==> config.mk <==
export PLATFORM = sky130hd
export DESIGN_NAME = fps_drive
export DESIGN_NICKNAME = d
export VERILOG_FILES = /design/src/rtl/fps_pkg.sv /design/src/rtl/fps_drive.sv
export SDC_FILE = /design/constraint.sdc
export NUM_CORES = 1
export LEC_CHECK = 0
export BUFFER_PORTS_ARGS = -buffer_cell sky130_fd_sc_hd__buf_2
export CAP_MARGIN = 30
export CORE_MARGIN = 10
export CORE_UTILIZATION = 28
export DETAILED_ROUTE_END_ITERATION = 10
export SLEW_MARGIN = 20
export SYNTH_ARGS = -nofsm -noshare
export SYNTH_HDL_FRONTEND = slang
export SYNTH_SLANG_ARGS = --single-unit
==> constraint.sdc <==
create_clock -name clk_i -period 2.4 [get_ports clk_i]
set_input_delay 0.36 -clock clk_i [delete_from_list [all_inputs] [get_ports clk_i]]
set_output_delay 0.36 -clock clk_i [all_outputs]
set_load 0.005 [all_outputs]
==> src/rtl/fps_pkg.sv <==
// ----------------------------------------------------------------------------
// fps_pkg
// Shared types and constants for the flywheel PID settle loop.
// ----------------------------------------------------------------------------
`timescale 1ns / 1ps
`default_nettype none

package fps_pkg;

  localparam int unsigned MV_PER_PCT  = 120;
  localparam int unsigned PCT_SCALE   = 100;
  localparam int unsigned MV_PER_VOLT = 1000;
  localparam int unsigned DRIVE_LIMIT = 12;
  localparam int unsigned Q_FRAC      = 20;

  localparam logic [6:0]  TARGET_RST = 7'd0;
  localparam logic [23:0] GAIN_P_RST = 24'd104858;
  localparam logic [23:0] GAIN_I_RST = 24'd209715;
  localparam logic [23:0] GAIN_D_RST = 24'd52;
  localparam logic [6:0]  MARGIN_RST = 7'd2;

  localparam logic signed [31:0] SUM_MAX = 32'sh7FFF_FFFF;
  localparam logic signed [31:0] SUM_MIN = 32'sh8000_0000;

  typedef enum logic [2:0] {
    CFG_TARGET = 3'd0,
    CFG_GAIN_P = 3'd1,
    CFG_GAIN_I = 3'd2,
    CFG_GAIN_D = 3'd3,
    CFG_MARGIN = 3'd4
  } cfg_idx_e;

  typedef struct packed {
    logic [6:0]  target_pct;
    logic [23:0] gain_p;
    logic [23:0] gain_i;
    logic [23:0] gain_d;
    logic [6:0]  margin_pct;
  } cfg_t;

  // error stage result
  typedef struct packed {
    logic signed [15:0] err;
    logic signed [31:0] sum;
    logic signed [16:0] deriv;
    logic               skip;
    logic               settled;
  } err_t;

  // weighted terms
  typedef struct packed {
    logic signed [40:0] p;
    logic signed [56:0] i;
    logic signed [41:0] d;
    logic               skip;
    logic               settled;
  } prod_t;

  typedef struct packed {
    logic signed [57:0] total;
    logic               skip;
    logic               settled;
  } tot_t;

endpackage

`default_nettype wire

==> src/rtl/fps_drive.sv <==
// ----------------------------------------------------------------------------
// fps_drive
// Scales the weighted total to whole volts, saturates, holds the settled
// drive and registers the result.
// ----------------------------------------------------------------------------
`timescale 1ns / 1ps
`default_nettype none

module fps_drive (
  input  logic              clk_i,
  input  logic              rst_ni,
  input  logic              in_valid_i,
  output logic              in_ready_o,
  input  fps_pkg::tot_t     in_i,
  output logic              out_valid_o,
  input  logic              out_ready_i,
  output logic signed [4:0] drive_o,
  output logic              settled_o
);

  logic              out_valid_q;
  logic signed [4:0] drive_q;
  logic              settled_q;
  logic signed [4:0] held_q;
  logic              load;
  logic              neg;
  logic [57:0]       mag_full;
  logic [37:0]       mag;
  logic [3:0]        volts;
  logic signed [4:0] drive_d;

  assign in_ready_o = !out_valid_q || out_ready_i;
  assign load       = in_ready_o && in_valid_i;

  // truncate toward zero: work on the magnitude, restore the sign
  always_comb begin
    neg      = in_i.total[57];
    mag_full = neg ? 58'(-in_i.total) : 58'(in_i.total);
    mag      = mag_full[57:fps_pkg::Q_FRAC];
    volts    = 4'd0;
    for (int k = 1; k <= int'(fps_pkg::DRIVE_LIMIT); k++) begin
      if (mag >= 38'(k * fps_pkg::MV_PER_VOLT)) begin
        volts = 4'(k);
      end
    end
    drive_d = neg ? $signed(5'd0 - {1'b0, volts}) : $signed({1'b0, volts});
  end

  always_ff @(posedge clk_i or negedge rst_ni) begin
    if (!rst_ni) begin
      out_valid_q <= 1'b0;
      held_q      <= '0;
    end else begin
      if (in_ready_o) begin
        out_valid_q <= in_valid_i;
      end
      if (load && !in_i.skip) begin
        held_q <= drive_d;
      end
    end
  end

  always_ff @(posedge clk_i) begin
    if (load) begin
      drive_q   <= in_i.skip ? held_q : drive_d;
      settled_q <= in_i.settled;
    end
  end

  assign out_valid_o = out_valid_q;
  assign drive_o     = drive_q;
  assign settled_o   = settled_q;

endmodule

`default_nettype wire

# After elaboration in Yosys (flattened, before gate mapping)
# Index checks and enable logic that the tools add are counted.
# totals
regBits,12
in_bits,64
out_inout_bits,8
# op_classes
add_sub_neg,2
n_lt_le_gt_ge,12
n_mux,15
reduce_logical,5
# op_table
cell,n
$ge 38x13->1 const B,4
$ge 38x14->1 const B,4
$ge 38x12->1 const B,2
$mux 58,1
$neg 58->58,1
$mux 4,10
$ge 38x10->1 const B,1
$ge 38x11->1 const B,1
$mux 5,2
$sub 1x4->5 const A,1
$logic_and 1x1->1,2
$logic_not 1->1,2
$mux 2,1
$logic_or 1x1->1,1
$mux 1,1

# Logic depth before layout (Yosys ltp)
# depth
depth_word,18
ltp_mapped,15

# Least setup slack after synthesis
# No wires, ideal clock.
# synth_path
path_type,in2reg
from,input port in_i[28] (netlist name)
to,register drive_q[1] (netlist: drive_o[1]) (data pin)
setup_time_ns,0.260
arrival_time_ns,3.973
required_ns,2.140
slack_ns,-1.832
cell_stages,15
path_buffers,2
cell_sequence,buf_2 > nor4_4 > nand3_1 > or4_1 > buf_2 > or4_4 > mux2i_1 > nand4_1 > or3_1 > or3_4 > a211o_1 > ha_1 > nand2_1 > o21ai_2 > mux2_2
# synth_via
elab_chain_len,18
# synth_lines
element,line_no,text
"start, declared",fps_drive.sv:14,"input fps_pkg::tot_t in_i,"
$neg 58->58,fps_drive.sv:38,mag_full = neg ? 58'(-in_i.total) : 58'(in_i.total);
$mux 58 *,fps_drive.sv:38,
$ge 38x10->1,fps_drive.sv:42,if (mag >= 38'(k * fps_pkg::MV_PER_VOLT)) begin
$mux 1,fps_drive.sv:42,
$mux 2,fps_drive.sv:42,
$mux 4 (9 in series),fps_drive.sv:42,
$mux 4 *,fps_drive.sv:42,
$sub 1x4->5,fps_drive.sv:46,"drive_d = neg ? $signed(5'd0 - {1'b0, volts}) : $signed({1'b0, volts});"
$mux 5 *,fps_drive.sv:46,
$mux 5 *,fps_drive.sv:65,drive_q <= in_i.skip ? held_q : drive_d;
"end signal, assigned",fps_drive.sv:65,
"end, declared",fps_drive.sv:22,logic signed [4:0] drive_q;
# Mark *: on every way between the ends. The rest lies on a longest branch, timed or not.
# A chain may end at the register's enable or synchronous reset.

# Final worst setup path
# layout_path
from,input port in_i[18] (netlist name)
to,register drive_q[1] (netlist: drive_o[1]) (data pin)
# layout_via
elab_chain_len,18
# layout_lines
element,line_no
$neg 58->58 *,fps_drive.sv:38
$mux 58 *,fps_drive.sv:38
$ge 38x10->1,fps_drive.sv:42
$mux 1,fps_drive.sv:42
$mux 2,fps_drive.sv:42
$mux 4 (9 in series),fps_drive.sv:42
$mux 4 *,fps_drive.sv:42
$sub 1x4->5,fps_drive.sv:46
$mux 5 *,fps_drive.sv:46
$mux 5 *,fps_drive.sv:65
# Marks and branches as above.

==> run_results.csv <==
group,metric,value,unit
outcome,outcome,"finished with violations",
outcome,violations,"setup timing",
critical_path,arrival,3.85,ns
floorplanning,dieWidth,112,um
grt,track_usage,0.158,
layout,n_antenna_cell,0,
critical_path,crit_path_end_kind,"flip-flop",
drt,vias,3715,
clock_network,cts_sinks,12,
synthesis,synth_edf_count,6,
layout,final_util,0.549,
grt,grt_max_degree,19,
drt,vias_per_cell,5.57,
sta,finClkSkew,0.00467,ns
power_and_ir_drop,ir_worst_vdd,129,uV
layout,nets,628,
sta,fin_setup_tns,-12.37,ns
synthesis,synthFlopType,"edfxtp_1",
critical_path,cp_max_fo,3,
critical_path,critPathLaunchType,"primary input",
sta,max_freq,259,MHz
sta,period_needed,3.86,ns
layout,regArea,330,um2
clock_network,htreeDepth,1,
drt,drt_iter0_markers,295,
placed_design,port_buffers,71,
critical_path,worstSetupPathType,"in -> reg",
critical_path,slowest_stage,"or4_4",
synthesis,syn_nets,407,
placed_design,place.gp.congestion,0.963,
placed_design,dp_hpwl,8730,um
layout,drive_above_1_share,0.541,
drt,wirelength,10900,um
synthesis,seq_area_frac_synth,0.139,
critical_path,cp_top_family,"simple AND/OR/NAND/NOR gates",
critical_path,worstPathRequired,2.39,ns
clock_network,clock_latency,0.24,ns
sta,slew_viol_final,0,
grt,antenna_found_initial,0,
clock_network,clkSlewWorstSetupHoldPaths,0.05,ns
grt,overflow,0,
sta,whs,0.297,ns
drt,dr.pass1.iters,5,
clock_network,cts-root-buf,"clkbuf_8",
sta,setup_viol,10,
placed_design,dp_slack,-1.86,ns
floorplanning,initial_core_util,0.288,
layout,multi_input_area,0.00230,mm2
drt,wl_per_cell,16.3,um
sta,slew_headroom,0.641,
sta,rsz0062_at_grt,"true",
layout,nFillCells,784,
critical_path,path_cells,"buf_2 > nor4_4 > nand2_1 > or4_4 > or4_4 > mux2i_1 > nand4_1 > or3_4 > buf_6 > nor4_4 > o311ai_4 > ha_4 > nand2_2 > o21ai_2 > mux2_4",
min_path,hold_class,"in -> reg",
layout,syn2layout_area_growth,90.6,%
synthesis,ys_ff_latch,12,
grt,grt_pass1_wl,17600,um
placed_design,placed_cell_area,0.00397,mm2
clock_network,cts_max_path_buffers,2,
sta,setup_ws,-1.46,ns
layout,stdcell_area,0.00454,mm2
floorplanning,std_cell_rows,33,
floorplanning,die_y,112,um
drt,route.detailed.drc,0,
layout,layout_commonest_cell,"buf_4",
drt,final_antenna_net_count,0,
floorplanning,pin_count,72,
job,timing.max_cap.violations,0,
synthesis,yosysUniqueCellTypes,61,
synthesis,ys_warn_count,0,
floorplanning,die_area,0.0126,mm2
clock_network,cts_tree,"yes",
clock_network,cts-buffers-inserted,3,
power_and_ir_drop,p_leak,1.92,nW
sta,worstMarginPinSlew,0.532,ns
layout,layout_common_cells,"158 x buf_4, 59 x buf_2, 36 x nor2_1, 28 x nand2_1, 26 x nor3_1",
critical_path,critPathBufInv,2,
synthesis,syn-cell-area,0.00238,mm2
sta,fin_crit_sh,1.61,
floorplanning,placeableCoreArea,0.00826,mm2
synthesis,async_reset_ff_frac,0.500,
sta,hold_viol,0,
critical_path,cp_slowest_stage_delay,0.53,ns
synthesis,synth_area_per_cell,6.96,um2
power_and_ir_drop,power_density,235,mW/mm2
synthesis,syn_inst,342,
grt,grt_pass1_vias,3774,
timing repair:
item,4_1_cts,5_1_grt
resized for setup,44,31
cloned,0,0
buffers inserted,15,5
endpoints found under the setup margin,10,10
hold endpoints to repair,6,0
pin swaps,36,23
hold buffers,1,0
cells in the mapped netlist (7+ instances only):
master | n | area [um2]
nor2_1 | 40 | 150
nand2_1 | 30 | 113
nor3_1 | 29 | 145
nor4_1 | 15 | 93.8
a21oi_1 | 14 | 70.1
clkbuf_1 | 14 | 52.6
nand3_1 | 11 | 55.1
or4_1 | 11 | 82.6
a31oi_1 | 9 | 56.3
inv_1 | 9 | 33.8
nor4_2 | 9 | 113
xnor2_1 | 9 | 78.8
o21ai_1 | 8 | 40.0
o21ai_0 | 7 | 35.0
worst reg2reg max path, cell delays in order (launching register included):
cell and delay, ns:
dfrtp_1 0.37, nand2b_1 0.10, nand2_1 0.07, or2_2 0.37, mux2_2 0.30
through the flow:
stage	power, W	std cells
after floorplan	0.000472	342
after global placement	0.000773	646
after detailed placement	0.000781	646
after CTS	0.00104	665
after global routing	0.00113	667
final	0.00106	667
final cells by class:
class / instances / area share
clock buffer: 4 / 0.0121
inverter: 9 / 0.00745
multi-input combinational: 302 / 0.507
sequential: 12 / 0.0728
tap: 105 / 0.0290
timing repair buffer: 235 / 0.372
logic make-up (layout without fill, tap and decap cells):
group / Yosys count / after routing / synth area share
AND/OR/NAND/NOR: 184 / 184 / 0.434
AO/OA/AOI/OAI: 97 / 97 / 0.298
buffers and inverters: 28 / 248 / 0.0457
XOR/XNOR: 14 / 14 / 0.0515
flip-flops: 12 / 12 / 0.139
multiplexers: 6 / 6 / 0.0268
adder cells (fa/ha/maj): 1 / 1 / 0.00526
path summary, 6_finish.rpt:
path / startpoint / endpoint / slack [ns] / cells past startpoint
setup / recovery: in_i[18] / drive_o[1]$_DFFE_PP_ / -1.46 / 15
hold / removal: in_i[0] / settled_o$_DFFE_PP_ / 0.30 / 1
setup reg to reg: out_valid_o$_DFFE_PN0N_ / held_q[1]$_DFFE_PN0P_ / 1.07 / 4
hold reg to reg: held_q[0]$_DFFE_PN0P_ / held_q[0]$_DFFE_PN0P_ / 0.48 / 2
max in group asynchronous: rst_ni / held_q[0]$_DFFE_PN0P_ / 1.77 / 2
min in group asynchronous: rst_ni / held_q[2]$_DFFE_PN0P_ / 0.48 / 2
where the power goes:
group	switching (W)	internal (W)	total, W
Sequential	0.00000592	0.000234	0.000240
Clock	0.0000721	0.000145	0.000217
Combinational	0.000307	0.000301	0.000608
state kept, by name (all words and copies together), names as in the netlist:
| name | cells |
|---|---|
| drive_o | 5 |
| held_q | 5 |
| out_valid_o | 1 |
| settled_o | 1 |
layer usage:
layer | track usage | vias up | share of wire
met2 | 0.268 | 150 | 0.48
met5 | 0 | - | 0
li1 | - | 1802 | -
met3 | 0.0240 | 27 | 0.066
met1 | 0.202 | 1736 | 0.43
met4 | 0.0423 | 0 | 0.020
Note: power is estimated with default switching activity, not from simulation.
