<file path="src/rtl/fps_pkg.sv">
// ----------------------------------------------------------------------------
// fps_pkg
// Shared types and constants for the flywheel PID settle loop.
// ----------------------------------------------------------------------------
`timescale 1ns / 1ps
`default_nettype none

package fps_pkg;

  localparam int unsigned MV_PER_PCT  = 120;
  localparam int unsigned PCT_SCALE   = 100;
  localparam int unsigned MV_PER_VOLT = 1000;
  localparam int unsigned DRIVE_LIMIT = 12;
  localparam int unsigned Q_FRAC      = 20;

  localparam logic [6:0]  TARGET_RST = 7'd0;
  localparam logic [23:0] GAIN_P_RST = 24'd104858;
  localparam logic [23:0] GAIN_I_RST = 24'd209715;
  localparam logic [23:0] GAIN_D_RST = 24'd52;
  localparam logic [6:0]  MARGIN_RST = 7'd2;

  localparam logic signed [31:0] SUM_MAX = 32'sh7FFF_FFFF;
  localparam logic signed [31:0] SUM_MIN = 32'sh8000_0000;

  typedef enum logic [2:0] {
    CFG_TARGET = 3'd0,
    CFG_GAIN_P = 3'd1,
    CFG_GAIN_I = 3'd2,
    CFG_GAIN_D = 3'd3,
    CFG_MARGIN = 3'd4
  } cfg_idx_e;

  typedef struct packed {
    logic [6:0]  target_pct;
    logic [23:0] gain_p;
    logic [23:0] gain_i;
    logic [23:0] gain_d;
    logic [6:0]  margin_pct;
  } cfg_t;

  // error stage result
  typedef struct packed {
    logic signed [15:0] err;
    logic signed [31:0] sum;
    logic signed [16:0] deriv;
    logic               skip;
    logic               settled;
  } err_t;

  // weighted terms
  typedef struct packed {
    logic signed [40:0] p;
    logic signed [56:0] i;
    logic signed [41:0] d;
    logic               skip;
    logic               settled;
  } prod_t;

  typedef struct packed {
    logic signed [57:0] total;
    logic               skip;
    logic               settled;
  } tot_t;

endpackage

`default_nettype wire

</file>
<file path="src/rtl/fps_cfg.sv">
// ----------------------------------------------------------------------------
// fps_cfg
// Configuration register file: target, PID gains and settle margin.
// ----------------------------------------------------------------------------
`timescale 1ns / 1ps
`default_nettype none

module fps_cfg (
  input  logic               clk_i,
  input  logic               rst_ni,
  input  logic               cfg_we_i,
  input  logic [2:0]         cfg_idx_i,
  input  logic [23:0]        cfg_wdata_i,
  output fps_pkg::cfg_t      cfg_o
);

  fps_pkg::cfg_t cfg_q;

  always_ff @(posedge clk_i or negedge rst_ni) begin
    if (!rst_ni) begin
      cfg_q.target_pct <= fps_pkg::TARGET_RST;
      cfg_q.gain_p     <= fps_pkg::GAIN_P_RST;
      cfg_q.gain_i     <= fps_pkg::GAIN_I_RST;
      cfg_q.gain_d     <= fps_pkg::GAIN_D_RST;
      cfg_q.margin_pct <= fps_pkg::MARGIN_RST;
    end else if (cfg_we_i) begin
      case (fps_pkg::cfg_idx_e'(cfg_idx_i))
        fps_pkg::CFG_TARGET: cfg_q.target_pct <= cfg_wdata_i[6:0];
        fps_pkg::CFG_GAIN_P: cfg_q.gain_p     <= cfg_wdata_i;
        fps_pkg::CFG_GAIN_I: cfg_q.gain_i     <= cfg_wdata_i;
        fps_pkg::CFG_GAIN_D: cfg_q.gain_d     <= cfg_wdata_i;
        fps_pkg::CFG_MARGIN: cfg_q.margin_pct <= cfg_wdata_i[6:0];
        default: ;
      endcase
    end
  end

  assign cfg_o = cfg_q;

endmodule

`default_nettype wire

</file>
<file path="config.mk">
export PLATFORM = sky130hd
export DESIGN_NAME = fps_cfg
export DESIGN_NICKNAME = d
export VERILOG_FILES = /design/src/rtl/fps_pkg.sv /design/src/rtl/fps_cfg.sv
export SDC_FILE = /design/constraint.sdc
export NUM_CORES = 1
export LEC_CHECK = 0
export ABC_CLOCK_PERIOD_IN_PS = 900
export BUFFER_PORTS_ARGS = -buffer_cell sky130_fd_sc_hd__buf_4
export CORE_MARGIN = 2
export CORE_UTILIZATION = 29
export CTS_BUF_LIST = sky130_fd_sc_hd__clkbuf_8 sky130_fd_sc_hd__clkbuf_16
export CTS_CLUSTER_DIAMETER = 100
export DETAILED_ROUTE_END_ITERATION = 12
export PLACE_DENSITY = 0.54
export SLEW_MARGIN = 20
export SYNTH_ARGS = -nofsm -noshare
export SYNTH_HDL_FRONTEND = slang
export SYNTH_SLANG_ARGS = --single-unit
</file>
<file path="constraint.sdc">
create_clock -name clk_i -period 0.9 [get_ports clk_i]
set_input_delay 0.045 -clock clk_i [delete_from_list [all_inputs] [get_ports clk_i]]
set_output_delay 0.045 -clock clk_i [all_outputs]
set_load 0.02 [all_outputs]
</file>
### Yosys cells after proc, flatten, opt, wreduce, memory -nomap -nowiden

Index checks and enable logic that the tools add are counted.

* register bits after elaboration: 86
* word-level logic and storage cells: 15
* output and inout bits: 86
* bits of input ports: 30

* eq/ne operators: 4
* reductions and logical operators: 6

Operator list (number)
* AND reduction 2 bit: 5
* equality test 3 x 2 -> 1 bit, second input constant: 2
* equality test 3 x 1 -> 1 bit, second input constant: 1
* equality test 3 bit, second input constant: 1
* zero test 3 bit: 1

### Logic depth before layout (Yosys ltp)

Gate-level depths: netlist (run 1).

* word-level depth: 2
* depth in mapped cells: 4
* mapped depth without buffers: 2

### Worst setup path before layout (run 1)

OpenSTA, ideal clock, no wires.

* path kind: in2reg
* start point: in cfg_idx_i[2]
* end point: reg cfg_q (netlist bit cfg_o[34])
* required time: 0.775 ns
* buffers on the path: 2
* slack: -0.087 ns
* cell stages on the path: 4
* arrival time: 0.862 ns
* setup time: 0.125 ns
* cell sequence: and4bb_1 > buf_6 > buf_12 > mux2_4

* cells in the longest elaborated chain, start to end: 2

RTL lines
* start: declaration: line fps_cfg.sv:12 `input logic [2:0] cfg_idx_i,`
* equality test 3 x 2 -> 1 bit: line fps_cfg.sv:27 `case (fps_pkg::cfg_idx_e'(cfg_idx_i))`
* AND reduction 2 bit (no line)
* end: declaration: line fps_cfg.sv:17 `fps_pkg::cfg_t cfg_q;`

Every way passes these cells.
A chain may end at the register's enable or synchronous reset.

### Worst setup path in the final report (run 1)

* start point: reg cfg_q (netlist bit cfg_o[62])
* end point: out cfg_o[62] in the netlist's numbering

RTL lines
* end: declaration: line fps_cfg.sv:14 `output fps_pkg::cfg_t cfg_o`

No word-level cell between the ends.

==> impl_metrics.tcl, run 1 <==
set metrics [dict create \
    fillCellCount 1078 \
    ios 116 \
    violations "setup timing" \
    vias 2251 \
    largest_register_ffs 86 \
    fin_ws_ps -144 \
    endpoint_kind "output port" \
    fp.dieW_um 114 \
    ys_seq_area_frac 0.623 \
    synth-simple-area-share 0.0218 \
    area_growth_pct 65.5 \
    yosys.area_share.xor_xnor 0 \
    drive_gt1_frac 0.768 \
    die_height_um 114 \
    p_int_w 0.0103 \
    leakage_nw 2.68 \
    p_clk_frac 0.262 \
    synthMuxAreaShare 0.320 \
    crit_path_max_fanout 2 \
    antenna_found_initial 0 \
    cp_num_buf_inv 1 \
    clock_path_buffers 2 \
    clk_pin_slew_worst_paths_ps 60 \
    ys_types 12 \
    clockRootBuffer "clkbuf_16" \
    start_util 0.294 \
    core-area_um2 11900 \
    hp-class "input pin to asynchronous set/reset pin" \
    stdcell_area_um2 5790 \
    switchingPower_w 0.00416 \
    synth_cells 186 \
    min_period_ps 1040 \
    cts_sinks 86 \
    power_frac_seq 0.384 \
    grt_usage 0.129 \
    max_stage_delay_ps 550 \
    drv_slew 0 \
    hold_violations 0 \
    worstSetupPathType "flip-flop to output port" \
    grt_remaining_overflow 0 \
    dieArea_um2 13000 \
    placed_cell_area_um2 4600 \
    diodes 0 \
    synth_compound_area_frac 0 \
    clk-insertion-delay-late_ps 330 \
    crit_start "cfg_o[62]" \
    critPathTopFamily "flip-flops" \
    maxCapViolCount 0 \
    slew_headroom 0.785 \
    synth_area_um2 3500 \
    synth_top_area_cell "dfrtp_1" \
    period_share 1.16 \
    first_global_vias 2399 \
    nets 404 \
    port_buffers 115 \
    synth-adder-area-share 0 \
    grt_max_degree 30 \
    avgSynthCellArea_um2 18.8 \
    cts_buffers 9 \
    gp_congestion 0.650 \
    status "finished with violations" \
    synth_top_family_by_area "multiplexers" \
    tightestPinTransition_ps 322 \
    switching_share 0.287 \
    setup_viol 72 \
    slowest_stage "dfstp_2" \
    drtPass1Iterations 4 \
    synthTopCellsByArea "dfrtp_1, dfstp_2, mux2_4" \
    fin_setup_tns_ps -3590 \
    required_ps 850 \
    vias_per_cell 4.28 \
    crit_chain "buf_6" \
    max_freq_mhz 958 \
    postRouteAntennaNets 0 \
    reg2reg_from "cfg_o[45]" \
    clock_skew_ps 0 \
    routed_wirelength_mm 8.14 \
    first_iter_violations 48 \
    rows 40 \
    drc_errors 0 \
    cts_tree "built" \
    cp.arrival_ps 1000 \
    dp_hpwl_mm 5.50 \
    ys_ff_latch 86 \
    rsz0062_at_grt "yes" \
    htree_levels 3 \
    yosysWarnings 0 \
    synth_top_area_share 0.451 \
    cellPowerDensity_nw_per_um2 2500 \
    hold_slack_ps 149 \
    vdd_ir_drop_max_mv 1.53 \
    wl_per_cell_um 15.5 \
    grt_pass1_wl_mm 12.7 \
    p_comb_frac 0.353 \
    synthesis.nets 216 \
    start_kind "flip-flop" \
]
==> repair_timing <==
item / 4_1_cts / 5_1_grt
cloned: 0 / 0
gates resized for setup: 86 / 17
endpoints found under the setup margin: 86 / 103
buffers inserted: 27 / 6
hold buffers: 25 / 0
hold endpoints to repair: 153 / 0
pin swaps: 0 / 0
==> per-stage QoR <==
step | util | power (W) | instances | setup slack, ps
6_report | 0.486 | 0.0145 | 526 | -144
5_1_grt | 0.486 | 0.0152 | 526 | -182
4_1_cts | 0.477 | 0.0144 | 520 | -160
3_5_place_dp | 0.386 | 0.00941 | 452 | -326
3_3_place_gp | 0.386 | 0.00934 | 452 | -285
2_1_floorplan | - | 0.00752 | 186 | -86.8
==> layout make-up <==
type | instances | area [µm²] | share of cell area
clock inverters | 5 | 57.6 | 0.00994
clock buffers | 11 | 253 | 0.0436
repair buffers | 186 | 1920 | 0.332
multi-input cells | 91 | 1190 | 0.206
well taps | 147 | 184 | 0.0318
flip-flops and latches | 86 | 2180 | 0.377
==> synth_stat cells (all sizes together) <==
| cell | number |
|---|---|
| buf | 9 |
| nor4b | 1 |
| dfstp | 23 |
| and4bb | 3 |
| dfrtp | 63 |
| mux2 | 86 |
| nand4b | 1 |
==> path summary, 6_finish.rpt <==
| path | endpoint | slack, ps | cells past startpoint |
|---|---|---|---|
| max | cfg_o[62] | -140 | 1 |
| min | cfg_o[24] | 150 | 2 |
| max reg2reg | cfg_o[45] | -10 | 2 |
| min reg2reg | cfg_o[16] | 530 | 1 |
| max in group asynchronous | cfg_o[11] | 220 | 3 |
| min in group clk_i | cfg_o[83] | 280 | 4 |
==> cells by family after synthesis <==
family	Yosys count
buf+inv	9
flops	86
mux	86
simple gates	5
==> layout by cell type, fill, tap and decap left out, types with 3 or more instances in the layout <==
cell / n
buf_6: 103
dfrtp_1: 63
buf_4: 52
mux2_2: 46
mux2_4: 40
dlygate4sd3_1: 25
dfstp_2: 23
clkbuf_16: 9
buf_12: 6
and4bb_2: 3
==> layer usage <==
metal	track usage	wire [µm]
met5	0	0
met4	0.0341	81
met3	0.0510	442
met2	0.205	3990
met1	0.166	3630
==> power groups by stage <==
stage | Clock, W | Combinational (W) | Sequential (W)
after global placement | 0 | 0.00390 | 0.00543
final | 0.00379 | 0.00511 | 0.00556
after floorplan | 0 | 0.00106 | 0.00646
after CTS | 0.00394 | 0.00498 | 0.00553
after global routing | 0.00412 | 0.00537 | 0.00566
after detailed placement | 0 | 0.00396 | 0.00545
No activity file was read; power rests on OpenSTA's default activity.
==> run 2, diff against run 1 <==
Settings changed: RECOVER_POWER set to 100.
==> impl_metrics.tcl, run 2 (synthesized netlist as in run 1, its figures left out) <==
set metrics [dict create \
    fillCellCount 1080 \
    dieArea_um2 13000 \
    htree_levels 3 \
    period_share 1.16 \
    status "finished with violations" \
    final_core_util 0.484 \
    vias 2249 \
    cp.depth 1 \
    grt_usage 0.129 \
    crit_path_end "cfg_o[62]" \
    clock_skew_ps 0 \
    dp_hpwl_mm 5.50 \
    min_period_ps 1040 \
    violations "setup timing" \
    required_ps 850 \
    grt_remaining_overflow 0 \
    grtUsageMet2 0.205 \
    slowest_stage "dfstp_2" \
    clk-insertion-delay-late_ps 330 \
    r2r_setup_slack_ps -10 \
    fin_setup_tns_ps -3670 \
    port_buffers 115 \
    reg2reg_from "cfg_o[45]" \
    cts_sinks 86 \
    drive_gt1_frac 0.763 \
    crit_start "cfg_o[62]" \
    postRouteAntennaNets 0 \
    max_freq_mhz 958 \
    grt_max_degree 30 \
    dp.cells 452 \
    largest_register_ffs 86 \
    vias_per_cell 4.28 \
    grt_util_met1 0.166 \
    core-area_um2 11900 \
    worstSetupPathType "flip-flop to output port" \
    slew_headroom 0.588 \
    max_stage_delay_ps 550 \
    crit_path_max_fanout 2 \
    final_cells 526 \
    r2r_cells 2 \
    area_growth_pct 64.9 \
    fp.dieW_um 114 \
    critPathTopFamily "flip-flops" \
    start_util 0.294 \
    cp.arrival_ps 1000 \
    setup_viol 77 \
    gp_congestion 0.650 \
    die_height_um 114 \
    fin_ws_ps -143 \
    vdd_ir_drop_max_mv 1.53 \
    drc_errors 0 \
    tightestPinTransition_ps 618 \
    rows 40 \
    maxCapViolCount 0 \
    clockRootBuffer "clkbuf_16" \
    final_cell_mix "buf_6, dfrtp_1, buf_4" \
    routed_wirelength_mm 8.12 \
    nets 404 \
    ios 116 \
    met3_usage 0.0510 \
    wl_per_cell_um 15.4 \
    endpoint_kind "output port" \
    layout_commonest_cell "buf_6" \
    drv_slew 0 \
    first_global_vias 2399 \
    cts_buffers 9 \
    cellPowerDensity_nw_per_um2 2510 \
    diodes 0 \
    grt_pass1_wl_mm 12.7 \
    hold_violations 0 \
    start_kind "flip-flop" \
    r2r-end "cfg_o[45]" \
    hp-class "input pin to asynchronous set/reset pin" \
    rsz0062_at_grt "yes" \
    clk_pin_slew_worst_paths_ps 60 \
    leakage_nw 2.68 \
    clock_path_buffers 2 \
    grt-busiest-layer "met2" \
    cts_tree "built" \
    antenna_found_initial 0 \
    drtPass1Iterations 3 \
    crit_chain "buf_6" \
    cp_num_buf_inv 1 \
    first_iter_violations 48 \
]
-- run 2: cell count changes in the layout (fill, tap and decap cells not counted) --
cell,before,now
and4bb_1,0,2
and4bb_2,3,1
buf_12,6,5
buf_4,52,49
clkbuf_2,0,3
clkbuf_4,0,1
-- run 2: worst min-delay path by stage --
| stage | to | depth (start not counted) |
|---|---|---|
| 2_1_floorplan | cfg_o[0] | 0 |
| 3_3_place_gp | cfg_o[46] | 1 |
| 3_5_place_dp | cfg_o[23] | 1 |
| 4_1_cts | cfg_o[20] | 2 |
| 5_1_grt | cfg_o[83] | 4 |
| 6_report | cfg_o[23] | 2 |
-- run 2: cell type report --
| type | count | area (µm²) | share of cell area |
|---|---|---|---|
| flip-flops and latches | 86 | 2180 | 0.378 |
| repair buffers | 186 | 1900 | 0.329 |
| multi-input cells | 91 | 1190 | 0.207 |
| clock buffers | 11 | 253 | 0.0438 |
| well taps | 147 | 184 | 0.0319 |
| clock inverters | 5 | 57.6 | 0.00997 |
-- run 2: through the flow --
| stage | setup slack (ps) | power (W) | cell area (µm²) | hold WS [ps] |
|---|---|---|---|---|
| 2_1_floorplan | -86.8 | 0.00752 | 3500 | -251 |
| 3_5_place_dp | -326 | 0.00941 | 4600 | -37.2 |
| 6_report | -143 | 0.0145 | 5770 | 253 |
| 5_1_grt | -182 | 0.0151 | 5770 | 288 |
| 4_1_cts | -160 | 0.0144 | 5680 | 141 |
| 3_3_place_gp | -285 | 0.00934 | 4600 | -33.0 |
-- run 2: layer usage --
layer | share of wire | wire (µm)
met4 | 0.010 | 81
met1 | 0.44 | 3600
met3 | 0.055 | 443
met5 | 0 | 0
met2 | 0.49 | 3990
-- run 2: repair_timing --
action / in CTS / in global routing
cloned: 0 / 0
setup buffers: 27 / 6
endpoints found under the setup margin: 86 / 103
hold endpoints to repair: 153 / 0
hold buffers: 25 / 0
gates resized for setup: 86 / 17
-- run 2: report_power, final --
| part | internal [W] | switching (W) | total [W] |
|---|---|---|---|
| combinational | 0.00311 | 0.00200 | 0.00510 |
| clock | 0.00230 | 0.00149 | 0.00379 |
| sequential | 0.00490 | 0.000663 | 0.00556 |
| total | 0.0103 | 0.00415 | 0.0145 |
