--- config.mk ---
export PLATFORM = sky130hd
export DESIGN_NAME = fps_err
export DESIGN_NICKNAME = d
export VERILOG_FILES = /design/src/rtl/fps_pkg.sv /design/src/rtl/fps_err.sv
export SDC_FILE = /design/constraint.sdc
export NUM_CORES = 1
export LEC_CHECK = 0
export BUFFER_PORTS_ARGS = -buffer_cell sky130_fd_sc_hd__buf_2
export CORE_ASPECT_RATIO = 1.2
export CORE_MARGIN = 1.5
export CORE_UTILIZATION = 50
export CTS_CLUSTER_SIZE = 30
export DETAILED_ROUTE_END_ITERATION = 8
export PLACE_DENSITY = 0.77
export RECOVER_POWER = 50
export SLEW_MARGIN = 25
export SYNTH_ARGS = -nofsm -noshare
export SYNTH_HDL_FRONTEND = slang
export SYNTH_SLANG_ARGS = --single-unit
--- constraint.sdc ---
create_clock -name clk_i -period 10.6 [get_ports clk_i]
set_input_delay 2.12 -clock clk_i [delete_from_list [all_inputs] [get_ports clk_i]]
set_output_delay 2.12 -clock clk_i [all_outputs]
set_load 0.01 [all_outputs]
--- src/rtl/fps_pkg.sv ---
// ----------------------------------------------------------------------------
// fps_pkg
// Shared types and constants for the flywheel PID settle loop.
// ----------------------------------------------------------------------------
`timescale 1ns / 1ps
`default_nettype none

package fps_pkg;

  localparam int unsigned MV_PER_PCT  = 120;
  localparam int unsigned PCT_SCALE   = 100;
  localparam int unsigned MV_PER_VOLT = 1000;
  localparam int unsigned DRIVE_LIMIT = 12;
  localparam int unsigned Q_FRAC      = 20;

  localparam logic [6:0]  TARGET_RST = 7'd0;
  localparam logic [23:0] GAIN_P_RST = 24'd104858;
  localparam logic [23:0] GAIN_I_RST = 24'd209715;
  localparam logic [23:0] GAIN_D_RST = 24'd52;
  localparam logic [6:0]  MARGIN_RST = 7'd2;

  localparam logic signed [31:0] SUM_MAX = 32'sh7FFF_FFFF;
  localparam logic signed [31:0] SUM_MIN = 32'sh8000_0000;

  typedef enum logic [2:0] {
    CFG_TARGET = 3'd0,
    CFG_GAIN_P = 3'd1,
    CFG_GAIN_I = 3'd2,
    CFG_GAIN_D = 3'd3,
    CFG_MARGIN = 3'd4
  } cfg_idx_e;

  typedef struct packed {
    logic [6:0]  target_pct;
    logic [23:0] gain_p;
    logic [23:0] gain_i;
    logic [23:0] gain_d;
    logic [6:0]  margin_pct;
  } cfg_t;

  // error stage result
  typedef struct packed {
    logic signed [15:0] err;
    logic signed [31:0] sum;
    logic signed [16:0] deriv;
    logic               skip;
    logic               settled;
  } err_t;

  // weighted terms
  typedef struct packed {
    logic signed [40:0] p;
    logic signed [56:0] i;
    logic signed [41:0] d;
    logic               skip;
    logic               settled;
  } prod_t;

  typedef struct packed {
    logic signed [57:0] total;
    logic               skip;
    logic               settled;
  } tot_t;

endpackage

`default_nettype wire

--- src/rtl/fps_err.sv ---
// ----------------------------------------------------------------------------
// fps_err
// Input register, loop state (error sum, previous error, done latch) and
// the error stage register.
// ----------------------------------------------------------------------------
`timescale 1ns / 1ps
`default_nettype none

module fps_err (
  input  logic               clk_i,
  input  logic               rst_ni,
  input  fps_pkg::cfg_t      cfg_i,
  input  logic               in_valid_i,
  output logic               in_ready_o,
  input  logic signed [14:0] meas_i,
  input  logic               start_i,
  output logic               out_valid_o,
  input  logic               out_ready_i,
  output fps_pkg::err_t      out_o
);

  logic               s1_valid_q;
  logic signed [14:0] s1_meas_q;
  logic               s1_start_q;
  logic               s2_valid_q;
  fps_pkg::err_t      s2_q;
  fps_pkg::err_t      s2_d;

  logic signed [31:0] sum_q;
  logic signed [15:0] prev_q;
  logic               done_q;

  logic               s1_ready;
  logic               s2_ready;
  logic               fire;
  logic               eff_done;
  logic signed [31:0] eff_sum;
  logic signed [15:0] eff_prev;
  logic [13:0]        target_mv;
  logic signed [15:0] err;
  logic signed [32:0] sum_wide;
  logic signed [31:0] sum_sat;
  logic [14:0]        abs_err;
  logic [21:0]        err_scaled;
  logic [21:0]        band;
  logic               in_band;

  assign s2_ready   = !s2_valid_q || out_ready_i;
  assign s1_ready   = !s1_valid_q || s2_ready;
  assign fire       = s1_valid_q && s2_ready;
  assign in_ready_o = s1_ready;

  always_comb begin
    eff_done  = done_q && !s1_start_q;
    eff_sum   = s1_start_q ? 32'sd0 : sum_q;
    eff_prev  = s1_start_q ? 16'sd0 : prev_q;
    target_mv = 14'(cfg_i.target_pct) * 14'(fps_pkg::MV_PER_PCT);
    err       = $signed({2'b00, target_mv}) - $signed({s1_meas_q[14], s1_meas_q});
    sum_wide  = $signed({eff_sum[31], eff_sum}) + $signed({{17{err[15]}}, err});
    if (sum_wide[32] != sum_wide[31]) begin
      sum_sat = sum_wide[32] ? fps_pkg::SUM_MIN : fps_pkg::SUM_MAX;
    end else begin
      sum_sat = sum_wide[31:0];
    end
    abs_err    = err[15] ? 15'(-err) : err[14:0];
    err_scaled = 22'(abs_err) * 22'(fps_pkg::PCT_SCALE);
    band       = 22'(cfg_i.margin_pct) * 22'(target_mv);
    in_band    = err_scaled <= band;

    s2_d.err     = err;
    s2_d.sum     = sum_sat;
    s2_d.deriv   = $signed({eff_prev[15], eff_prev}) - $signed({err[15], err});
    s2_d.skip    = eff_done;
    s2_d.settled = eff_done || in_band;
  end

  always_ff @(posedge clk_i or negedge rst_ni) begin
    if (!rst_ni) begin
      s1_valid_q <= 1'b0;
      s2_valid_q <= 1'b0;
      sum_q      <= '0;
      prev_q     <= '0;
      done_q     <= 1'b0;
    end else begin
      if (s1_ready) begin
        s1_valid_q <= in_valid_i;
      end
      if (s2_ready) begin
        s2_valid_q <= s1_valid_q;
      end
      if (fire && !eff_done) begin
        sum_q  <= sum_sat;
        prev_q <= err;
        done_q <= in_band;
      end
    end
  end

  always_ff @(posedge clk_i) begin
    if (s1_ready && in_valid_i) begin
      s1_meas_q  <= meas_i;
      s1_start_q <= start_i;
    end
    if (fire) begin
      s2_q <= s2_d;
    end
  end

  assign out_valid_o = s2_valid_q;
  assign out_o       = s2_q;

endmodule

`default_nettype wire

Word-level counts from Yosys, hierarchy flattened. Index checks and enable logic that the tools add are counted.

Add/subtract/negate cells: 4. $mul: 3. Divide/modulo/power cells: 0. Magnitude comparators: 1. Eq/ne operators: 1. Shift operators: 0. Mux-type cells: 5. Bitwise operators: 0. Reduce and logical (&&, ||, !) cells: 11.

Operators by type and width (number): $mux 32 (3); $add 32x16->33 (1); $le 22x21->1 (1); $mul 15x5->20 const B (1); $mul 7x11->18 (1); $sub 16x16->17 (1); $mux 16 (1); $sub 15x15->16 (1); $mux 15 (1); $neg 15->15 (1); $mul 7x4->11 const B (1); $logic_and 1x1->1 (4); $logic_not 1->1 (4); $logic_or 1x1->1 (3); $ne 1x1->1 (1).

Register bits: 134. Latch bits: 0. Bits in writable memories: 0. ROM bits: 0. Input bits: 106. Output and inout port bits: 69. Memories: 0.

Depth between registers and ports, before layout. Gate-level depths: netlist of run 1.

Depth after elaboration: 7. Gate-level depth with buffers: 41.

Worst setup path after synthesis of run 1. Ideal clock, no wire load.

Kind: input port to flip-flop. Start: input cfg_i[82] in the netlist's numbering. End: register s2_q (netlist bit out_o[0]), data pin. Library setup time: 0.261 ns. Arrival time: 10.107 ns. Setup slack: 0.232 ns. Stages on the path: 39. Cell sequence: inv_1 -> fa_1 -> fa_1 -> inv_1 -> ha_1 -> a21o_1 -> a21oi_1 -> xnor2_1 -> ha_1 -> a21oi_1 -> nand2_1 -> o41ai_4 -> o21a_1 -> o21a_1 -> buf_2 -> nor2_1 -> xnor2_1 -> inv_1 -> [... 3 more ...] -> xor2_1 -> ha_1 -> a21o_1 -> a21oi_1 -> o21bai_1 -> a21oi_1 -> o21bai_1 -> a21oi_1 -> o21ai_0 -> o41ai_1 -> xnor2_1 -> ha_1 -> nand4_1 -> nor4_1 -> nand4_1 -> o21ai_0 -> a21oi_1 -> o21ai_1.

RTL lines: start, declared (line fps_err.sv:12) `input fps_pkg::cfg_t cfg_i,`; end signal, assigned (line fps_err.sv:105) `s2_q <= s2_d;`; end, declared (line fps_err.sv:26) `fps_pkg::err_t s2_q;`.

Final worst setup path of run 1.
Start: input cfg_i[79] in the netlist's numbering. End: register done_q.

Word-level cells in the longest chain between the ends: 6.

RTL lines: $mul 7x4->11 * (line fps_err.sv:57) `target_mv = 14'(cfg_i.target_pct) * 14'(fps_pkg::MV_PER_PCT);`; $sub 15x15->16 (line fps_err.sv:58) `err = $signed({2'b00, target_mv}) - $signed({s1_meas_q[14], s1_meas_q});`; $neg 15->15 (line fps_err.sv:65) `abs_err = err[15] ? 15'(-err) : err[14:0];`; $mux 15 (line fps_err.sv:65); $mul 15x5->20 (line fps_err.sv:66) `err_scaled = 22'(abs_err) * 22'(fps_pkg::PCT_SCALE);`; $le 22x21->1 * (line fps_err.sv:68) `in_band = err_scaled <= band;`; end signal, assigned (line fps_err.sv:94) `done_q <= in_band;`; end, declared (line fps_err.sv:31) `logic done_q;`.

Mark *: on every way between the ends. The rest lies on a longest branch, timed or not. A chain may end at the register's enable or synchronous reset.

==> results of run 1 <==
-- through the flow --
| step | cells | setup TNS [ns] |
|---|---|---|
| 3_5_place_dp | 1832 | -0.451 |
| 4_1_cts | 1864 | 0 |
| 3_3_place_gp | 1832 | -0.0155 |
| 6_report | 1864 | 0 |
| 2_1_floorplan | 1375 | 0 |
| 5_1_grt | 1864 | 0 |
-- critical path, delay by kind of cell --
kind            cells  cell delay [ns]
fa+ha+maj           9             3.34
xor+xnor            3             0.46
buf+inv             8             0.84
compound gates     19             3.07
simple gates        3             0.42
-- worst max path at each step --
stage / to / slack, ns / depth (start not counted)
2_1_floorplan: out_o[0] / 0.23 / 39
3_3_place_gp: out_o[0] / -0.02 / 38
3_5_place_dp: out_o[0] / -0.23 / 38
4_1_cts: done_q / 0.19 / 38
5_1_grt: done_q / 0.02 / 40
6_report: done_q / 0.68 / 42
-- kinds of logic (layout without fill, tap and decap cells) --
group           Yosys count  after routing
compound gates          310            310
simple gates            366            366
flops                   134            134
mux                      25             25
xor+xnor                 96             96
fa+ha+maj               242            242
buf+inv                 202            361
-- per-layer routing --
metal,global-route usage [%],vias to the layer above,share of wire (%)
li1,-,5067,-
met1,26.9,5026,42
met2,41.0,264,52
met3,2.87,34,4.3
met4,7.33,0,1.7
met5,0,-,0
-- state kept, by name, indices dropped and copies added (netlist names) --
name and cells:
s1_valid_q 1, prev_q 16, s1_start_q 1, out_o 67
sum_q 32, s1_meas_q 15, done_q 1, out_valid_o 1
-- area by class of cell --
type | count | area, um2
fillers | 2163 | 10700
repair buffers | 161 | 860
multi-input cells | 1039 | 8590
inverters | 168 | 631
clock buffers | 19 | 453
flip-flops and latches | 134 | 3770
well taps | 330 | 413
clock inverters | 13 | 160
-- placed cells by master, fill, tap and decap left out, types with 60 or more instances in the layout --
master    netlist  final
ha_1          176    175
inv_1         164    163
nand2_1       111    111
a21oi_1       103     97
edfxtp_1       83     83
nor2_1         73     72
clkbuf_1       30     72
xnor2_1        67     65
fa_1           65     65
o21ai_0        60     60
-- repair_timing --
item | 4_1_cts | 5_1_grt
hold buffers | 0 | 0
endpoints found under the setup margin | 0 | 2
gates resized for setup | 0 | 14
==> flow_summary.json, run 1 <==
{
  "status": "complete, but fails checks",
  "violations": "capacitance limit, slew limit",
  "fp.dieW_um": 150,
  "syn_inst": 1375,
  "numCtsBuffers": 17,
  "r2r_cells": 27,
  "drc_errors": 0,
  "rsz0062_at_grt": "no",
  "slew_headroom_pct": -151,
  "async_flop_share_pct": 38.1,
  "timing.rr.end": "done_q",
  "syn_nets": 1722,
  "num_antenna_cells": 0,
  "path_max_fanout": 19,
  "final_net_count": 1868,
  "yosysTopAreaCell": "edfxtp_1",
  "antenna_found_initial": 0,
  "slowest_delay_ns": 0.56,
  "fp.dieH_um": 180,
  "overflow": 0,
  "grt_pass1_wl_mm": 48.8,
  "coreArea_mm2": 0.0255,
  "first_global_vias": 10320,
  "worst_slew_pin_slew_ns": 3.76,
  "yosys.area_share.simple_pct": 14.3,
  "synth_ff_type": "edfxtp_1",
  "layout_setup_ws_ns": 0.681,
  "ys.warnings.count": 0,
  "cts_sinks": 134,
  "initial_core_util_pct": 51.1,
  "syn_avg_cell_area_um2": 9.49,
  "critical_path_arrival_ns": 10.24,
  "slew_viol_final": 172,
  "hold_violations": 0,
  "area_growth_pct": 14.0,
  "rows": 64,
  "die_area_mm2": 0.0271,
  "io_buffers": 102,
  "holdWs_ns": 0.475,
  "first_pass_iters": 5,
  "period_share_pct": 93.6,
  "gp_routability_congestion": 0.923,
  "cap_violations": 3,
  "io_pins": 175,
  "setup_violations": 0,
  "preCtsSetupSlack_ns": -0.231,
  "synth_top_family_by_area": "adder cells",
  "synthMuxAreaShare_pct": 2.16,
  "hp-start": "prev_q[5]",
  "postLayoutCellArea_mm2": 0.0149,
  "postRouteAntennaNets": 0,
  "crit_slowest_cell": "fa_1",
  "yosysTopAreaCellShare_pct": 19.1,
  "drive_gt1_share_pct": 12.5,
  "period_minus_slack_ns": 9.92,
  "netlist_area_mm2": 0.0130,
  "max_freq_ghz": 0.101,
  "critPathLaunchType": "input pin",
  "hold_depth": 2,
  "place_area_mm2": 0.0143,
  "path_class": "in -> reg",
  "yosysMostFrequentCell": "ha_1",
  "clock_path_buffers": 2,
  "cp_common_cell": "ha_1",
  "synth-edff-count": 83,
  "r2r_slack_ns": 3.74,
  "hold_end": "prev_q[5]",
  "dr_total_vias": 10391,
  "hpwlAfterDp_mm": 22.7,
  "wl_per_cell_um": 15.9,
  "cts_tree": "done",
  "synth_seq_area_share_pct": 28.9,
  "vias_per_cell": 5.57,
  "clkTransAtPathRegs_ns": 0.07,
  "startpoint": "cfg_i[79]",
  "hold_path_class": "reg -> reg",
  "crit_required_ns": 10.92,
  "reg2reg_from": "s1_meas_q[0]",
  "synth_common_cells": "ha_1 (176), inv_1 (164), nand2_1 (111)",
  "drt_wl_total_mm": 29.6,
  "clk-insertion-delay-late_ns": 0.43,
  "yosys.cell_types.count": 76,
  "synthXorXnorAreaFrac_pct": 6.72,
  "worstSetupEndpointType": "register",
  "drtIter0Drc": 524,
  "htreeDepth": 4,
  "fin_skew_ns": 0.0128,
  "ys_ff_latch": 134,
  "synth.area.top_cells": "edfxtp_1 (19%), ha_1 (17%), fa_1 (10%)",
  "postLayoutCoreUtil_pct": 58.2,
  "postCtsSetupBuffers": 0,
  "root_buffer": "clkbuf_16",
  "synthAdderAreaFrac_pct": 26.9,
  "synth-compound-area-share_pct": 15.2,
  "grt_usage_pct": 22.5,
  "grt_max_degree": 69
}
Power of run 1 is not shown: default switching activity piles up to over one toggle a cycle in this logic, so the estimate is an artifact.
==> run 2, diff against run 1 <==
--- a/config.mk
+++ b/config.mk
@@ -7,10 +7,10 @@
 export LEC_CHECK = 0
 export BUFFER_PORTS_ARGS = -buffer_cell sky130_fd_sc_hd__buf_2
 export CORE_ASPECT_RATIO = 1.2
-export CORE_MARGIN = 1.5
 export CORE_UTILIZATION = 50
 export CTS_CLUSTER_SIZE = 30
 export DETAILED_ROUTE_END_ITERATION = 8
+export MAX_ROUTING_LAYER = met4
 export PLACE_DENSITY = 0.77
 export RECOVER_POWER = 50
 export SLEW_MARGIN = 25
==> run 2 against run 1 <==
- the run still ends with capacitance limit, slew limit left
- sequential cell count stayed put
- clock skew increased by 0.0023 ns
- via count barely moved
- worst setup slack worse by 0.099 ns
- first-iteration DRC count down 7.3%
- design area about the same
- register-to-register slack got worse by 0.09 ns
- core utilization about the same
- global-route usage increased by 1.2 points
- clock-buffer cell count unchanged
- wire length increased by 0.22%
- fmax shrank 0.99%
- largest cell class unchanged
==> flow_summary.json, run 2 (synthesized netlist as in run 1, its figures left out) <==
{
  "status": "complete, but fails checks",
  "violations": "capacitance limit, slew limit",
  "first_pass_iters": 5,
  "path_depth": 36,
  "drc_errors": 0,
  "hpwlAfterDp_mm": 22.8,
  "clk-insertion-delay-late_ns": 0.43,
  "vias_per_cell": 5.57,
  "overflow": 0,
  "coreArea_mm2": 0.0255,
  "io_buffers": 102,
  "crit_buf_inv": 4,
  "drtIter0Drc": 486,
  "mostFrequentLayoutCells": "ha_1 (175), inv_1 (164), nand2_1 (111)",
  "slew_headroom_pct": -142,
  "drt_wl_total_mm": 29.6,
  "numCtsBuffers": 17,
  "max_freq_ghz": 0.0998,
  "initial_core_util_pct": 51.1,
  "clock_path_buffers": 2,
  "postLayoutCoreUtil_pct": 58.3,
  "gp_routability_congestion": 0.948,
  "htreeDepth": 4,
  "dr_total_vias": 10397,
  "cts_sinks": 134,
  "crit_slowest_cell": "fa_1",
  "setup_violations": 0,
  "area_growth_pct": 14.1,
  "cap_violations": 3,
  "postRouteAntennaNets": 0,
  "worstSetupEndpointType": "register",
  "slowest_delay_ns": 0.56,
  "clkTransAtPathRegs_ns": 0.06,
  "final_net_count": 1869,
  "grt_usage_pct": 23.7,
  "fp.dieH_um": 179,
  "io_pins": 175,
  "worst_slew_pin_slew_ns": 3.63,
  "rows": 64,
  "path_class": "in -> reg",
  "die_area_mm2": 0.0267,
  "drive_gt1_share_pct": 12.4,
  "path_max_fanout": 6,
  "root_buffer": "clkbuf_16",
  "slew_viol_final": 172,
  "hold_depth": 2,
  "fin_skew_ns": 0.0151,
  "antenna_found_initial": 0,
  "layout_commonest_cell": "ha_1",
  "largest_register_ffs": 67,
  "wl_per_cell_um": 15.9,
  "period_share_pct": 94.5,
  "cpLargestDelayFamily": "adder cells",
  "cts_hold_buffers": 0,
  "fp.dieW_um": 149,
  "r2r_cells": 26,
  "setup_tns_ns": 0,
  "grt_max_degree": 69,
  "period_minus_slack_ns": 10.02,
  "hold_path_class": "reg -> reg",
  "grt_pass1_wl_mm": 48.8,
  "num_antenna_cells": 0,
  "critical_path_arrival_ns": 10.35,
  "hold_violations": 0,
  "critPathLaunchType": "input pin",
  "cts_tree": "done",
  "first_global_vias": 10424,
  "holdWs_ns": 0.474,
  "crit_required_ns": 10.94
}
## run 2: cell count changes in the layout (fill, tap and decap cells not counted), moves of 2 or more
cell | previous run | this run
inv_6 | 4 | 6
clkinv_4 | 4 | 2
a21oi_2 | 8 | 6
a21oi_1 | 97 | 99
## run 2: path summary, 6_finish.rpt
path                               from         end  slack [ns]
setup / recovery              cfg_i[79]      done_q        0.58
hold / removal                prev_q[7]   prev_q[7]        0.47
setup reg to reg           s1_meas_q[0]    out_o[0]        3.65
hold reg to reg               prev_q[7]   prev_q[7]        0.47
max in group asynchronous        rst_ni  prev_q[14]        6.12
min in group asynchronous        rst_ni   sum_q[24]        2.75
## run 2: layer usage
metal	up-vias	part of all wire, %	GRT usage, %
met2	261	51	42.5
met1	5030	42	27.2
met3	47	4.1	2.67
met5	-	0	-
li1	5059	-	-
met4	0	2.5	8.42
## run 2: area by class of cell
cell class	instances	area, um2
clock inverters	13	154
repair buffers	162	871
well taps	330	413
flip-flops and latches	134	3770
multi-input cells	1039	8590
fillers	2188	10700
inverters	168	631
clock buffers	19	464
## run 2: through the flow
| stage | setup slack, ns | std cells | area [um2] |
|---|---|---|---|
| after global routing | -0.00358 | 1865 | 14900 |
| after CTS | 0.211 | 1863 | 14900 |
| after detailed placement | -0.191 | 1831 | 14300 |
| after global placement | -0.00912 | 1831 | 14300 |
| after floorplan | 0.232 | 1375 | 13000 |
| final | 0.582 | 1865 | 14900 |
## run 2: worst min-delay path, delay by kind of cell, from the launching register on
| family | cells | cell delay [ns] |
|---|---|---|
| flip-flops | 1 | 0.34 |
| AO/OA/AOI/OAI | 1 | 0.06 |
| AND/OR/NAND/NOR | 1 | 0.04 |
## run 2: repair_timing
action	in CTS	in global routing
gates resized for setup	0	12
setup endpoints to repair	0	2
setup buffers	0	2
hold endpoints to repair	0	0
Power of run 2 is left out for the same reason.
